[src/design/chs_pkg.sv]
// Shared types, constants and ordering functions for the convex hull block.
`timescale 1ns / 1ps
package chs_pkg;

  localparam int MAX_POINTS_DEF = 64;
  localparam int Q_DEPTH = 4;

  typedef struct packed {
    logic [15:0] point_x;
    logic [15:0] point_y;
    logic        set_end;
  } in_word_t;

  typedef struct packed {
    logic [15:0] vertex_x;
    logic [15:0] vertex_y;
    logic        run_end;
    logic        overflowed;
  } out_word_t;

  typedef struct packed {
    logic [15:0] x;
    logic [15:0] y;
  } point_t;

  // Classified word handed from front to back.
  typedef struct packed {
    point_t pt;
    logic   keep;
    logic   last;
    logic   ovf;
  } q_word_t;

  typedef struct packed {
    logic    valid;
    q_word_t word;
  } q_link_t;

  // Load order: x descending, ties y ascending.
  function automatic logic load_before(point_t a, point_t b);
    return (a.x > b.x) || ((a.x == b.x) && (a.y < b.y));
  endfunction

  // Output order: y per mode, ties x ascending.
  function automatic logic out_before(point_t a, point_t b, logic mode);
    if (a.y != b.y) begin
      return mode ? (a.y > b.y) : (a.y < b.y);
    end
    return a.x < b.x;
  endfunction

endpackage

[src/design/chs_front.sv]
// Front end: accepts points, applies the capacity check and queues words.
`timescale 1ns / 1ps
module chs_front #(
  parameter int MAX_POINTS = chs_pkg::MAX_POINTS_DEF
) (
  input  logic               clk,
  input  logic               rst,
  input  logic               push,
  output logic               full,
  input  chs_pkg::in_word_t  pt_in,
  output chs_pkg::q_link_t   link,
  input  logic               link_pop
);
  import chs_pkg::*;

  localparam int CW  = $clog2(MAX_POINTS + 1);
  localparam int QAW = $clog2(Q_DEPTH);
  localparam int QCW = $clog2(Q_DEPTH + 1);

  q_word_t        q_mem [Q_DEPTH];
  logic [QAW-1:0] wptr;
  logic [QAW-1:0] rptr;
  logic [QCW-1:0] qcnt;
  logic [CW-1:0]  fcnt;
  logic           fovf;

  logic    accept;
  logic    keep;
  logic    ovf_set;
  q_word_t word_in;

  assign full    = (qcnt == QCW'(Q_DEPTH));
  assign accept  = push && !full;
  assign keep    = (fcnt < CW'(MAX_POINTS));
  assign ovf_set = fovf | ~keep;

  always_comb begin
    word_in.pt.x = pt_in.point_x;
    word_in.pt.y = pt_in.point_y;
    word_in.keep = keep;
    word_in.last = pt_in.set_end;
    word_in.ovf  = ovf_set;
  end

  assign link.valid = (qcnt != '0);
  assign link.word  = q_mem[rptr];

  always_ff @(posedge clk) begin
    if (accept) begin
      q_mem[wptr] <= word_in;
    end
  end

  always_ff @(posedge clk) begin
    if (rst) begin
      wptr <= '0;
      rptr <= '0;
      qcnt <= '0;
      fcnt <= '0;
      fovf <= 1'b0;
    end else begin
      if (accept) begin
        wptr <= wptr + QAW'(1);
        if (pt_in.set_end) begin
          fcnt <= '0;
          fovf <= 1'b0;
        end else begin
          fcnt <= fcnt + CW'(keep);
          fovf <= ovf_set;
        end
      end
      if (link_pop) begin
        rptr <= rptr + QAW'(1);
      end
      qcnt <= qcnt + QCW'(accept) - QCW'(link_pop);
    end
  end

endmodule

[config.mk]
export PLATFORM = sky130hd
export DESIGN_NAME = chs_front
export DESIGN_NICKNAME = d
export VERILOG_FILES = /design/src/design/chs_pkg.sv /design/src/design/chs_front.sv
export SDC_FILE = /design/constraint.sdc
export NUM_CORES = 1
export LEC_CHECK = 0
export ABC_CLOCK_PERIOD_IN_PS = 4600
export BUFFER_PORTS_ARGS = -buffer_cell sky130_fd_sc_hd__clkbuf_2
export CAP_MARGIN = 20
export CELL_PAD_IN_SITES_DETAIL_PLACEMENT = 1
export CELL_PAD_IN_SITES_GLOBAL_PLACEMENT = 2
export CORE_MARGIN = 3
export CORE_UTILIZATION = 47
export DETAILED_ROUTE_END_ITERATION = 8
export PLACE_DENSITY_LB_ADDON = 0.1
export SETUP_SLACK_MARGIN = 0.05
export SLEW_MARGIN = 20
export SYNTH_ARGS = -nofsm -noshare
export SYNTH_HDL_FRONTEND = slang
export SYNTH_SLANG_ARGS = --single-unit
[constraint.sdc]
create_clock -name clk -period 4.6 [get_ports clk]
set_input_delay 0.69 -clock clk [delete_from_list [all_inputs] [get_ports clk]]
set_output_delay 0.69 -clock clk [all_outputs]
set_load 0.01 [all_outputs]
==> impl_metrics.json <==
{
  "r2r_end": "qcnt[2]$_SDFF_PP0_",
  "yosys.cell_types.count": 29,
  "grt_pass1_vias": 3109,
  "layout_setup_ws_ps": 1470,
  "post-route-drc-count": 0,
  "rsz0062_at_grt": "false",
  "dp_hpwl_um": 6310,
  "hold_path_class": "flip-flop to flip-flop",
  "die-height_um": 118,
  "power_switching_uw": 837,
  "min_to": "fovf$_SDFFE_PP0P_",
  "clock-sinks": 157,
  "r2r_start": "qcnt[1]$_SDFF_PP0_",
  "clk_path_buf_depth": 2,
  "num_vias": 2837,
  "die_w_um": 118,
  "syn_area_per_cell_um2": 21.3,
  "ys_seq_area_share_pct": 77.7,
  "seq_power_share_pct": 48.3,
  "period_needed_ps": 3130,
  "worst_pin_slew_ps": 999,
  "finalCritPeriodShare_pct": 68.1,
  "cts_tree": "built",
  "grt_pass1_wl_um": 17100,
  "nNetsFinal": 402,
  "instances_no_fill": 537,
  "port_buffers": 73,
  "relSlewSlack_pct": 33.4,
  "comb_power_share_pct": 11.8,
  "path_clk_slew_ps": 60,
  "grtUsageMet2_pct": 28.8,
  "postRouteWirelength_um": 10800,
  "finalPower_mw": 3.62,
  "overflow": 0,
  "area.growth.synth_to_final_pct": 19.7,
  "cts_buffers": 17,
  "syn_area_um2": 5850,
  "dieArea_um2": 13800,
  "viasPerCell": 5.28,
  "p_sw_share_pct": 23.1,
  "grt_use_met3_pct": 4.81,
  "status": "finished, final reports clean",
  "antenna_found_initial": 0,
  "cts_root_buf": "clkbuf_16",
  "postCtsSetupBuffers": 0,
  "worstPathArrival_ps": 2440,
  "drtIter0Drc": 139,
  "intPower_mw": 2.79,
  "start_util_pct": 48.3,
  "rr_worst_depth": 9,
  "critPathRequiredTime_ps": 3910,
  "ir_drop_v": 0.000273,
  "n_antenna_cell": 0,
  "dp.cells": 505,
  "cts.htree.levels": 4,
  "clockPowerShare_pct": 40.0,
  "maxSlewViolCount": 0,
  "hold_buffers": 0,
  "yosys_warnings": 0,
  "wl_per_cell_um": 20.1,
  "met1_usage_pct": 19.7,
  "cts.repair.resized": 0,
  "synthesis.nets": 321,
  "core_um2": 12100,
  "leakagePower_nw": 2.40,
  "startpoint_type": "flip-flop",
  "post-place-ws_ps": 1820,
  "grt_max_degree": 36,
  "setup_viol": 0,
  "clk_latency_ps": 410,
  "maxCapViolations": 0,
  "crit_path_max_fanout": 24,
  "ys_ff_latch": 157,
  "reg2reg_slack_ps": 2310,
  "syn_inst": 275,
  "rows": 40,
  "crit_type": "flip-flop to output port",
  "holdPathStages": 2,
  "globalplace.congestion": 0.690,
  "hold_viol_final": 0,
  "setup-tns-final_ps": 0,
  "hold_start": "fovf$_SDFFE_PP0P_",
  "io_pins": 74,
  "grtUsageTotal_pct": 16.7,
  "clock_skew_ps": 5.96,
  "max_freq_ghz": 0.319,
  "endpoint_kind": "output port",
  "grt-busiest-layer": "met2",
  "drive_gt1_share_pct": 40.7,
  "power-per-cell-area_nw_per_um2": 517,
  "drt.antenna.violating_nets": 0,
  "drt_pass1_iterations": 4,
  "final_util_pct": 57.8
}
==> worst max path at each step <==
| stage | endpoint | slack, ps |
|---|---|---|
| after floorplan | qcnt[2]$_SDFF_PP0_ | 2310 |
| after global placement | link[30] | 1860 |
| after detailed placement | link[31] | 1820 |
| after CTS | link[31] | 1350 |
| after global routing | link[23] | 1230 |
| final | link[31] | 1470 |
==> metal layers <==
| metal | share of wire (%) | wire (um) | vias to the layer above |
|---|---|---|---|
| met5 | 0 | 0 | - |
| met2 | 53 | 5780 | 68 |
| met4 | 1.8 | 193 | 0 |
| met3 | 4.0 | 435 | 18 |
| met1 | 41 | 4400 | 1463 |
| li1 | - | - | 1288 |
==> sequential cells by signal (all words and copies together) (netlist names), named ones only <==
name	count
q_mem	140
wptr	2
qcnt	3
fcnt	7
fovf	1
rptr	2
==> layout by cell type (no fill, tap or decap), types with 5 or more instances in the layout <==
master,synthesis,final
dfxtp_1,17,15
a21oi_1,9,9
clkbuf_2,1,73
nor2_1,5,5
inv_1,8,8
clkinv_2,0,5
o21ai_0,6,6
mux4_2,35,35
clkbuf_16,0,17
edfxtp_1,140,140
ha_1,8,8
==> worst max-delay path: stages (launching register included) <==
cell and delay (ps):
dfxtp_2 900, buf_4 400, mux4_2 550, clkbuf_2 150
==> synth_stat cells <==
cell | number | area (um^2)
buf_2 | 3 | 15.0
xnor2_1 | 3 | 26.3
nor2b_1 | 2 | 12.5
a31o_2 | 1 | 8.76
xor2_1 | 1 | 8.76
or3_1 | 3 | 18.8
and3_1 | 4 | 25.0
nand4_1 | 2 | 12.5
o21ai_0 | 6 | 30.0
nor2_1 | 5 | 18.8
inv_1 | 8 | 30.0
nand3_1 | 4 | 20.0
mux4_2 | 35 | 788
or2_2 | 1 | 6.26
fa_1 | 1 | 20.0
clkbuf_2 | 1 | 5.00
or3b_1 | 1 | 8.76
a21oi_1 | 9 | 45.0
dfxtp_1 | 17 | 340
ha_1 | 8 | 100
clkbuf_1 | 3 | 11.3
or4_1 | 3 | 22.5
nand2_1 | 4 | 15.0
edfxtp_1 | 140 | 4200
buf_4 | 2 | 15.0
inv_2 | 1 | 3.75
buf_1 | 3 | 11.3
o31ai_1 | 3 | 22.5
a31oi_1 | 1 | 6.26
==> metrics by stage <==
step	instance area, um^2	hold slack, ps
global placement	6380	450
global route	7010	484
CTS	7010	476
finish	7010	484
detailed placement	6380	471
floorplan	5850	429
==> cell type report <==
cell class	count	area [um^2]
Timing Repair Buffer	74	373
Multi-Input combinational cell	97	1220
Tap cell	168	210
Clock inverter	15	195
Inverter	9	33.8
Fill cell	1112	5110
Sequential cell	157	4550
Clock buffer	17	425
==> cell families (layout without fill, tap and decap cells) <==
group | count (synthesis) | count (layout) | share of synthesized area (%)
DFF | 157 | 157 | 77.7
muxes | 35 | 35 | 13.5
and+or+nand+nor | 29 | 29 | 2.74
buffers and inverters | 21 | 115 | 1.56
AOI/OAI and AO/OA | 20 | 20 | 1.92
adders and majority gates | 9 | 9 | 2.05
xor gates and xnor gates | 4 | 4 | 0.599
==> power groups by stage <==
stage | logic, mW | registers (mW) | clock network [mW]
CTS | 0.441 | 1.75 | 1.48
floorplan | 0.295 | 1.74 | 0
detailed placement | 0.438 | 1.78 | 0
global route | 0.473 | 1.76 | 1.54
finish | 0.426 | 1.75 | 1.45
global placement | 0.426 | 1.77 | 0
(Power assumes the default switching activity.)
